==> src/rtl/wma_pkg.sv <==
// shared types and constants of the windowed multichannel averager
package wma_pkg;

	localparam int CHANNELS    = 6;
	localparam int SAMPLE_BITS = 12;
	localparam int COUNT_BITS  = 20;
	localparam int SUM_BITS    = 32;
	localparam int TIME_BITS   = 32;
	localparam int MEAN_BITS   = 16;
	localparam int FRAC_BITS   = 4;

	localparam int NUM_BITS = SUM_BITS + FRAC_BITS;
	localparam int LIM_BITS = COUNT_BITS + MEAN_BITS;
	localparam int CMP_BITS = (NUM_BITS > LIM_BITS) ? NUM_BITS : LIM_BITS;
	localparam int CH_BITS  = (CHANNELS > 1) ? $clog2(CHANNELS) : 1;
	localparam int STEP_BITS = $clog2(MEAN_BITS);

	typedef logic [SAMPLE_BITS-1:0] sample_t;
	typedef logic [COUNT_BITS-1:0]  count_t;
	typedef logic [SUM_BITS-1:0]    sum_t;
	typedef logic [TIME_BITS-1:0]   time_t;
	typedef logic [MEAN_BITS-1:0]   mean_t;
	typedef logic [NUM_BITS-1:0]    num_t;
	typedef logic [CH_BITS-1:0]     chan_t;
	typedef logic [STEP_BITS-1:0]   step_t;

	localparam time_t  INTERVAL_RESET = time_t'(4000);
	localparam count_t TALLY_MAX      = {COUNT_BITS{1'b1}};
	localparam mean_t  MEAN_MAX       = {MEAN_BITS{1'b1}};
	localparam chan_t  LAST_CHAN      = chan_t'(CHANNELS - 1);
	localparam step_t  LAST_STEP      = step_t'(MEAN_BITS - 1);

endpackage

==> src/rtl/wma_in_if.sv <==
// sample request channel: six readings and the millisecond time
interface wma_in_if;
	import wma_pkg::*;

	logic    valid;
	logic    ready;
	sample_t sample_1;
	sample_t sample_2;
	sample_t sample_3;
	sample_t sample_4;
	sample_t sample_5;
	sample_t sample_6;
	time_t   now_ms;

	modport source (output valid, sample_1, sample_2, sample_3, sample_4, sample_5, sample_6,
		now_ms, input ready);
	modport sink (input valid, sample_1, sample_2, sample_3, sample_4, sample_5, sample_6,
		now_ms, output ready);
endinterface

==> src/rtl/wma_out_if.sv <==
// result request channel: six window means, sample count and drop flag
interface wma_out_if;
	import wma_pkg::*;

	logic   valid;
	logic   ready;
	mean_t  mean_1;
	mean_t  mean_2;
	mean_t  mean_3;
	mean_t  mean_4;
	mean_t  mean_5;
	mean_t  mean_6;
	count_t window_samples;
	logic   samples_dropped;

	modport source (output valid, mean_1, mean_2, mean_3, mean_4, mean_5, mean_6,
		window_samples, samples_dropped, input ready);
	modport sink (input valid, mean_1, mean_2, mean_3, mean_4, mean_5, mean_6,
		window_samples, samples_dropped, output ready);
endinterface

==> src/rtl/wma_cfg_if.sv <==
// configuration write channel carrying the report interval
interface wma_cfg_if;
	import wma_pkg::*;

	logic  valid;
	logic  ready;
	time_t interval_ms;

	modport source (output valid, interval_ms, input ready);
	modport sink (input valid, interval_ms, output ready);
endinterface

==> src/rtl/windowed_multichannel_averager_unit.sv <==
// windowed multichannel averager: accumulates six channels and reports window means
//
// samples: one request carries a 12-bit reading per channel and the current
//   millisecond time. a request that does not close a window leaves samples
//   ready, so such requests stream at one per cycle while no window is closing.
// results: when now_ms minus the last report time reaches interval_ms, the
//   request closes the window and one result follows, holding each channel's
//   mean as unsigned Q12.4, the sample count and the drop flag.
// cfg: writes interval_ms (reset 4000); always ready, write only while idle.
// samples stays low while a closing request is in work: one restoring divider,
//   one quotient bit per cycle, serves all six channels in turn, with a setup
//   step per channel that skips the divider for an empty or saturating mean.
// the result sits in an output register; the next window accumulates while
//   it waits. if it is still not taken at the next report, the block holds
//   the new means and samples stays low until the receiver takes it.
// a full count drops further samples and flags the window.
// reset clears sums, count, drop flag, report time, and sets interval to 4000.
module windowed_multichannel_averager_unit (
	input logic      clk,
	input logic      arst_n,
	wma_in_if.sink   samples,
	wma_out_if.source results,
	wma_cfg_if.sink  cfg
);
	import wma_pkg::*;

	typedef enum logic [1:0] {S_IDLE, S_CHECK, S_DIV, S_LOAD} state_t;

	state_t state_q;
	time_t  interval_q;
	time_t  last_report_q;
	sum_t   sum_q [CHANNELS];
	count_t tally_q;
	logic   drop_q;
	chan_t  ch_q;
	step_t  step_q;
	count_t rem_q;
	mean_t  quo_q;
	mean_t  mean_q [CHANNELS];

	logic   res_valid_q;
	mean_t  res_mean_q [CHANNELS];
	count_t res_count_q;
	logic   res_drop_q;

	sample_t smp [CHANNELS];
	logic    acc;
	logic    report;
	logic    out_free;
	time_t   elapsed;
	num_t    num;
	logic    num_over;
	logic [COUNT_BITS:0] trial;
	logic [COUNT_BITS:0] diff;
	logic    qbit;
	count_t  rem_next;
	mean_t   quo_next;

	assign smp[0] = samples.sample_1;
	assign smp[1] = samples.sample_2;
	assign smp[2] = samples.sample_3;
	assign smp[3] = samples.sample_4;
	assign smp[4] = samples.sample_5;
	assign smp[5] = samples.sample_6;

	assign samples.ready = (state_q == S_IDLE);
	assign cfg.ready     = 1'b1;
	assign acc           = samples.valid && samples.ready;
	assign elapsed       = samples.now_ms - last_report_q;
	assign report        = (elapsed >= interval_q);
	assign out_free      = !res_valid_q || results.ready;

	// divider datapath for the channel under work
	assign num      = {sum_q[ch_q], {FRAC_BITS{1'b0}}};
	assign num_over = CMP_BITS'(num) >= CMP_BITS'({tally_q, {MEAN_BITS{1'b0}}});
	assign trial    = {rem_q, quo_q[MEAN_BITS-1]};
	assign diff     = trial - {1'b0, tally_q};
	assign qbit     = (trial >= {1'b0, tally_q});
	assign rem_next = qbit ? diff[COUNT_BITS-1:0] : trial[COUNT_BITS-1:0];
	assign quo_next = {quo_q[MEAN_BITS-2:0], qbit};

	always_ff @(posedge clk or negedge arst_n) begin
		if (!arst_n) begin
			state_q       <= S_IDLE;
			interval_q    <= INTERVAL_RESET;
			last_report_q <= '0;
			tally_q       <= '0;
			drop_q        <= 1'b0;
			ch_q          <= '0;
			step_q        <= '0;
			res_valid_q   <= 1'b0;
			for (int c = 0; c < CHANNELS; c++) begin
				sum_q[c] <= '0;
			end
		end else begin
			if (cfg.valid && cfg.ready) begin
				interval_q <= cfg.interval_ms;
			end
			if (state_q == S_LOAD && out_free) begin
				res_valid_q <= 1'b1;
			end else if (results.ready) begin
				res_valid_q <= 1'b0;
			end
			case (state_q)
				S_IDLE: begin
					if (acc) begin
						if (tally_q != TALLY_MAX) begin
							for (int c = 0; c < CHANNELS; c++) begin
								sum_q[c] <= sum_q[c] + SUM_BITS'(smp[c]);
							end
							tally_q <= tally_q + 1'b1;
						end else begin
							drop_q <= 1'b1;
						end
						if (report) begin
							last_report_q <= samples.now_ms;
							ch_q          <= '0;
							state_q       <= S_CHECK;
						end
					end
				end
				S_CHECK: begin
					step_q <= '0;
					if (tally_q == '0 || num_over) begin
						mean_q[ch_q] <= (tally_q == '0) ? '0 : MEAN_MAX;
						if (ch_q == LAST_CHAN) begin
							state_q <= S_LOAD;
						end else begin
							ch_q <= ch_q + 1'b1;
						end
					end else begin
						rem_q   <= COUNT_BITS'(num[NUM_BITS-1:MEAN_BITS]);
						quo_q   <= num[MEAN_BITS-1:0];
						state_q <= S_DIV;
					end
				end
				S_DIV: begin
					rem_q  <= rem_next;
					quo_q  <= quo_next;
					step_q <= step_q + 1'b1;
					if (step_q == LAST_STEP) begin
						mean_q[ch_q] <= quo_next;
						if (ch_q == LAST_CHAN) begin
							state_q <= S_LOAD;
						end else begin
							ch_q    <= ch_q + 1'b1;
							state_q <= S_CHECK;
						end
					end
				end
				S_LOAD: begin
					if (out_free) begin
						res_mean_q  <= mean_q;
						res_count_q <= tally_q;
						res_drop_q  <= drop_q;
						tally_q     <= '0;
						drop_q      <= 1'b0;
						for (int c = 0; c < CHANNELS; c++) begin
							sum_q[c] <= '0;
						end
						state_q <= S_IDLE;
					end
				end
				default: begin
					state_q <= S_IDLE;
				end
			endcase
		end
	end

	assign results.valid           = res_valid_q;
	assign results.mean_1          = res_mean_q[0];
	assign results.mean_2          = res_mean_q[1];
	assign results.mean_3          = res_mean_q[2];
	assign results.mean_4          = res_mean_q[3];
	assign results.mean_5          = res_mean_q[4];
	assign results.mean_6          = res_mean_q[5];
	assign results.window_samples  = res_count_q;
	assign results.samples_dropped = res_drop_q;

	// full count holds through an accepted request
	a_tally_sat: assert property (@(posedge clk) disable iff (!arst_n)
		(acc && tally_q == TALLY_MAX) |=> (tally_q == TALLY_MAX))
		else $error("sample count left saturation");

	// a closing request starts the divider at the first channel
	a_report_start: assert property (@(posedge clk) disable iff (!arst_n)
		(acc && report) |=> (state_q == S_CHECK && ch_q == '0))
		else $error("report did not start at first channel");

	// partial remainder stays below the divisor
	a_rem_bound: assert property (@(posedge clk) disable iff (!arst_n)
		(state_q == S_DIV) |-> (rem_q < tally_q))
		else $error("divider remainder out of range");

	// a loaded result never carries an empty window
	a_load_count: assert property (@(posedge clk) disable iff (!arst_n)
		(state_q == S_LOAD && out_free) |=> (results.valid && results.window_samples != '0))
		else $error("result loaded with empty window");

endmodule

==> src/flat_wrapper.sv <==
// flat-port wrapper written by rule: the top's interface ports become plain ports
module windowed_multichannel_averager_unit_flat import wma_pkg::*;
  (clk, arst_n, samples_valid, samples_sample_1, samples_sample_2, samples_sample_3, samples_sample_4, samples_sample_5, samples_sample_6, samples_now_ms, samples_ready, results_valid, results_mean_1, results_mean_2, results_mean_3, results_mean_4, results_mean_5, results_mean_6, results_window_samples, results_samples_dropped, results_ready, cfg_valid, cfg_interval_ms, cfg_ready);
  wma_in_if samples_i ();
  wma_out_if results_i ();
  wma_cfg_if cfg_i ();
  input logic clk;
  input logic arst_n;
  input wire logic [$bits(samples_i.valid)-1:0] samples_valid;
  input wire logic [$bits(samples_i.sample_1)-1:0] samples_sample_1;
  input wire logic [$bits(samples_i.sample_2)-1:0] samples_sample_2;
  input wire logic [$bits(samples_i.sample_3)-1:0] samples_sample_3;
  input wire logic [$bits(samples_i.sample_4)-1:0] samples_sample_4;
  input wire logic [$bits(samples_i.sample_5)-1:0] samples_sample_5;
  input wire logic [$bits(samples_i.sample_6)-1:0] samples_sample_6;
  input wire logic [$bits(samples_i.now_ms)-1:0] samples_now_ms;
  output wire logic [$bits(samples_i.ready)-1:0] samples_ready;
  output wire logic [$bits(results_i.valid)-1:0] results_valid;
  output wire logic [$bits(results_i.mean_1)-1:0] results_mean_1;
  output wire logic [$bits(results_i.mean_2)-1:0] results_mean_2;
  output wire logic [$bits(results_i.mean_3)-1:0] results_mean_3;
  output wire logic [$bits(results_i.mean_4)-1:0] results_mean_4;
  output wire logic [$bits(results_i.mean_5)-1:0] results_mean_5;
  output wire logic [$bits(results_i.mean_6)-1:0] results_mean_6;
  output wire logic [$bits(results_i.window_samples)-1:0] results_window_samples;
  output wire logic [$bits(results_i.samples_dropped)-1:0] results_samples_dropped;
  input wire logic [$bits(results_i.ready)-1:0] results_ready;
  input wire logic [$bits(cfg_i.valid)-1:0] cfg_valid;
  input wire logic [$bits(cfg_i.interval_ms)-1:0] cfg_interval_ms;
  output wire logic [$bits(cfg_i.ready)-1:0] cfg_ready;
  assign samples_i.valid = samples_valid;
  assign samples_i.sample_1 = samples_sample_1;
  assign samples_i.sample_2 = samples_sample_2;
  assign samples_i.sample_3 = samples_sample_3;
  assign samples_i.sample_4 = samples_sample_4;
  assign samples_i.sample_5 = samples_sample_5;
  assign samples_i.sample_6 = samples_sample_6;
  assign samples_i.now_ms = samples_now_ms;
  assign samples_ready = samples_i.ready;
  assign results_valid = results_i.valid;
  assign results_mean_1 = results_i.mean_1;
  assign results_mean_2 = results_i.mean_2;
  assign results_mean_3 = results_i.mean_3;
  assign results_mean_4 = results_i.mean_4;
  assign results_mean_5 = results_i.mean_5;
  assign results_mean_6 = results_i.mean_6;
  assign results_window_samples = results_i.window_samples;
  assign results_samples_dropped = results_i.samples_dropped;
  assign results_i.ready = results_ready;
  assign cfg_i.valid = cfg_valid;
  assign cfg_i.interval_ms = cfg_interval_ms;
  assign cfg_ready = cfg_i.ready;
  windowed_multichannel_averager_unit u_core (.clk(clk), .arst_n(arst_n), .samples(samples_i), .results(results_i), .cfg(cfg_i));
endmodule
==> config.mk <==
export PLATFORM = sky130hd
export DESIGN_NAME = windowed_multichannel_averager_unit_flat
export DESIGN_NICKNAME = d
export VERILOG_FILES = /design/src/rtl/wma_pkg.sv /design/src/rtl/wma_in_if.sv /design/src/rtl/wma_out_if.sv /design/src/rtl/wma_cfg_if.sv /design/src/rtl/windowed_multichannel_averager_unit.sv /design/src/flat_wrapper.sv
export SDC_FILE = /design/constraint.sdc
export NUM_CORES = 1
export LEC_CHECK = 0
export BUFFER_PORTS_ARGS = -buffer_cell sky130_fd_sc_hd__buf_2
export CAP_MARGIN = 20
export CORE_UTILIZATION = 45
export DETAILED_ROUTE_END_ITERATION = 8
export GPL_ROUTABILITY_DRIVEN = 0
export HOLD_SLACK_MARGIN = 0.05
export PLACE_DENSITY = 0.61
export SETUP_SLACK_MARGIN = 0.1
export SLEW_MARGIN = 20
export SYNTH_ARGS = -nofsm -noshare
export SYNTH_HDL_FRONTEND = slang
export SYNTH_SLANG_ARGS = --single-unit
export TNS_END_PERCENT = 20
==> constraint.sdc <==
create_clock -name clk -period 6.9 [get_ports clk]
set_clock_uncertainty 0.1 [all_clocks]
set_input_delay 1.38 -clock clk [delete_from_list [all_inputs] [get_ports clk]]
set_output_delay 1.38 -clock clk [all_outputs]
set_load 0.01 [all_outputs]
==> results.toml <==
[outcome]
outcome = "finished clean"

[sta]
rsz0062_at_grt = "false"
drv_slew = 0
totalNegativeSetupSlack_ps = 0
slew_headroom = 0.288
hold_ws_ps = 317
worstMarginPinSlew_ps = 1070
hold_violations = 0
period_share = 0.856
finalSetupViolCount = 0
clock.fmax_ghz = 0.169
finalWorstPathRequiredPeriod_ps = 5910

[worst_setup_path]
crit_path_max_incr_delay_ps = 440
path_class = "in2reg"
reg2reg_setup_slack_ps = 1470
critical_path.top_delay_family = "compound AO/OA/AOI/OAI gates"
critical_path.cell_chain = "buf_2 > inv_1 > ha_1 > inv_1 > fa_1 > a211oi_1 > o21bai_1 > a21oi_1 > o31ai_1 > a21oi_1 > o211a_1 > a2bb2oi_1 > nor2b_1 > xnor2_1 > ha_1 > nand3_1 > nor3_1 > o221ai_1 > nand4_1 > a41oi_1 > nor3_2 > mux2_2"
critical_path_arrival_ps = 6340
critPathRequiredTime_ps = 7330
timing.reg2reg.worst_path_depth = 17
crit-reg2reg-capture = "u_core.mean_q[2]"
critical_path.n_buffers_inverters = 3
startpoint_type = "input port"
regToRegStartpoint = "u_core.ch_q[0]"
critPathMaxFanout = 4
worst_path_max_delay_cell = "sky130_fd_sc_hd__nor3_1"
endpoint_kind = "flip-flop"

[logic_synthesis]
ys_top_cells_by_area = "sky130_fd_sc_hd__edfxtp_1 (26%), sky130_fd_sc_hd__dfrtp_1 (24%), sky130_fd_sc_hd__ha_1 (7.9%)"
synth_sequential_area_ratio = 0.501
combined_area_of_all_synthesized_cells_sq_mm = 0.0293
synth-adder-area-share = 0.0841
ys_async_sr_fraction = 0.535
post_synth_and_or_nand_nor_area_fraction = 0.155
synth.avg_cell_area_sq_um = 10.2
ys.flop_type = "sky130_fd_sc_hd__dfrtp_1"
post_synth_inst_count = 2860
area_fraction_in_compound_gates_after_synthesis = 0.144
mux_contribution_to_synthesized_area = 0.0296
synth-xor-area-share = 0.0505
post_synth_num_cell_types = 82
edff_count_synth = 249
postSynthRegisterBits = 536
synth_top_cell_by_area = "sky130_fd_sc_hd__edfxtp_1"
yosys_warnings = 0
post-synth-top-area-fraction = 0.255
combinational_family_with_the_most_area_after_synthesis = "simple AND/OR/NAND/NOR gates"
postSynthNetCount = 3193

[clock_network]
cts_max_path_buffers = 3
cts_post_setup_buffers_inserted = 0
clock_latency_ps = 640
post_cts_hold_buffer_count = 0
cts_max_level = 2
tritoncts_num_sinks = 536
root_buffer = "sky130_fd_sc_hd__clkbuf_16"
cts-resized-gates = 0
cts_tree = "built"
clkSlewWorstSetupHoldPaths_ps = 60
cts-buffers-inserted = 58

[layout]
area.growth.synth_to_final_pct = 15.0
layout.nets = 3439
layout-drive-gt1-share = 0.156

[route]
drt_drc_violations_left = 0
drtPass1Iterations = 5
wl_microns = 79300
initialDrtViolationCount = 1624
wl_per_cell_microns = 19.7
avgViaCountPerCell = 5.69
detailroute.via_count = 22884
post_drt_antenna_nets = 0

[pwr]
worst_ir_drop_vdd_mv = 0.252
internal_power_w = 0.00828
power_frac_clock = 0.237
sequential_fraction_of_design_power = 0.328
power-per-cell-area_mw_per_mm2 = 409
total_leakage_power_nw = 14.5
sw_frac_of_total = 0.400
switching_power_w = 0.00551
logic_pwr_share = 0.436

[floorplanning]
placeableCoreArea_sq_mm = 0.0643
initial_core_util = 0.455
die_height_microns = 257
fp.dieArea_sq_mm = 0.0661
die_width_microns = 257
rows = 93
floorplan.io_pins = 261

[job]
max-cap-violations = 0

[global_route]
globalRouteMet3Util = 0.0419
grt_pass1_wl_microns = 124000
gr-usage-met1 = 0.314
global_route.usage.met2 = 0.400
antenna_violations_before_repair = 19
first_global_vias = 22409
grt.overflow.total = 0
global_route.usage.total = 0.238
grt_start_max_net_pins = 94
grt-busiest-layer = "met2"

[worst_hold_path]
holdCritPathClass = "reg2reg"
worst_hold_path.num_cells = 0
min-delay-start = "u_core.mean_q[95]"
hold_critical_path_endpoint = "u_core.results.mean_1[15]"

[placed_design]
buffers_on_ports = 259
place.detailed.hpwl_microns = 58600
## sequential cells by signal, indices dropped and copies added, names as in the netlist, 20 cells and up
| register | cells |
|---|---|
| u_core.tally_q | 20 |
| u_core.results.window_samples | 20 |
| u_core.sum_q | 192 |
| u_core.mean_q | 96 |
| u_core.rem_q | 20 |
| u_core.last_report_q | 32 |
| u_core.interval_q | 32 |
## layout by cell type, fill, tap and decap left out, types with 53 or more instances in the layout
cell type | synthesis | layout
sky130_fd_sc_hd__nor2_1 | 319 | 318
sky130_fd_sc_hd__dfrtp_1 | 281 | 281
sky130_fd_sc_hd__buf_2 | 13 | 258
sky130_fd_sc_hd__nand2_1 | 254 | 254
sky130_fd_sc_hd__edfxtp_1 | 249 | 249
sky130_fd_sc_hd__ha_1 | 184 | 182
sky130_fd_sc_hd__o21ai_0 | 158 | 156
sky130_fd_sc_hd__a21oi_1 | 152 | 151
sky130_fd_sc_hd__inv_1 | 140 | 140
sky130_fd_sc_hd__nand3_1 | 100 | 100
sky130_fd_sc_hd__xnor2_1 | 87 | 87
sky130_fd_sc_hd__xor2_1 | 82 | 82
sky130_fd_sc_hd__a22oi_1 | 64 | 64
sky130_fd_sc_hd__clkbuf_16 | 0 | 58
sky130_fd_sc_hd__o31ai_1 | 53 | 53
## power groups by stage
stage	Combinational (W)	Clock, W	Sequential (W)
3_5_place_dp	0.00598	0	0.00457
3_3_place_gp	0.00581	0	0.00455
4_1_cts	0.00601	0.00333	0.00451
5_1_grt	0.00667	0.00345	0.00458
6_report	0.00601	0.00326	0.00452
2_1_floorplan	0.00430	0	0.00447
## area by class of cell
class	count	area, sq um
Sequential cell	536	14700
Antenna cell	12	30.0
Clock buffer	75	1570
Fill cell	5758	30600
Clock inverter	32	448
Tap cell	855	1070
Multi-Input combinational cell	2056	13600
Inverter	141	529
Timing Repair Buffer	313	1760
## synth_stat cells, drive strengths merged, types with 10 or more instances
library cell	number
a21o	51
a21oi	152
a22oi	64
a31oi	13
and2	18
and3	31
and4	10
buf	25
clkbuf	102
dfrtp	281
edfxtp	249
ha	184
inv	141
mux2	45
mux2i	27
nand2	255
nand2b	27
nand3	100
nand4	50
nor2	319
nor2b	21
nor3	43
nor4	15
o211ai	19
o21a	24
o21ai	160
o21bai	25
o22ai	11
o31ai	53
or2	15
or3	17
or4	24
xnor2	87
xor2	82
## per-layer routing
metal,up-vias,part of all wire,wire (microns)
met5,-,0.0018,144
met1,11094,0.42,33700
met4,20,0.023,1850
met2,806,0.48,38000
li1,10827,-,-
met3,137,0.071,5650
## metrics by stage
step                cells  setup WS (ps)  power (W)  utilization  area [sq um]
floorplan            2860           1420    0.00876            -         29300
global placement     3901            645     0.0104        0.492         31700
detailed placement   3901            497     0.0105        0.492         31700
CTS                  4008           1170     0.0139        0.523         33700
global route         4010            719     0.0147        0.523         33700
finish               4020            992     0.0138        0.524         33700
## cells by family (layout without fill, tap and decap cells)
family	count (synthesis)	in the layout
adders and majority gates	192	192
AOI/OAI and AO/OA	653	653
and+or+nand+nor	965	965
buffers and inverters	268	561
muxes	76	76
xor gates and xnor gates	169	169
DFF	536	536
other	1	13
## worst max-delay path by stage
stage | from | endpoint | cells after the start
after floorplan | samples_now_ms[0] | u_core.last_report_q[10] | 22
after global placement | samples_now_ms[0] | u_core.ch_q[0] | 22
after detailed placement | samples_now_ms[0] | u_core.ch_q[0] | 22
after CTS | samples_now_ms[0] | u_core.ch_q[0] | 22
after global routing | samples_now_ms[0] | u_core.ch_q[0] | 22
final | samples_now_ms[0] | u_core.ch_q[0] | 22
(Power assumes the default switching activity.)
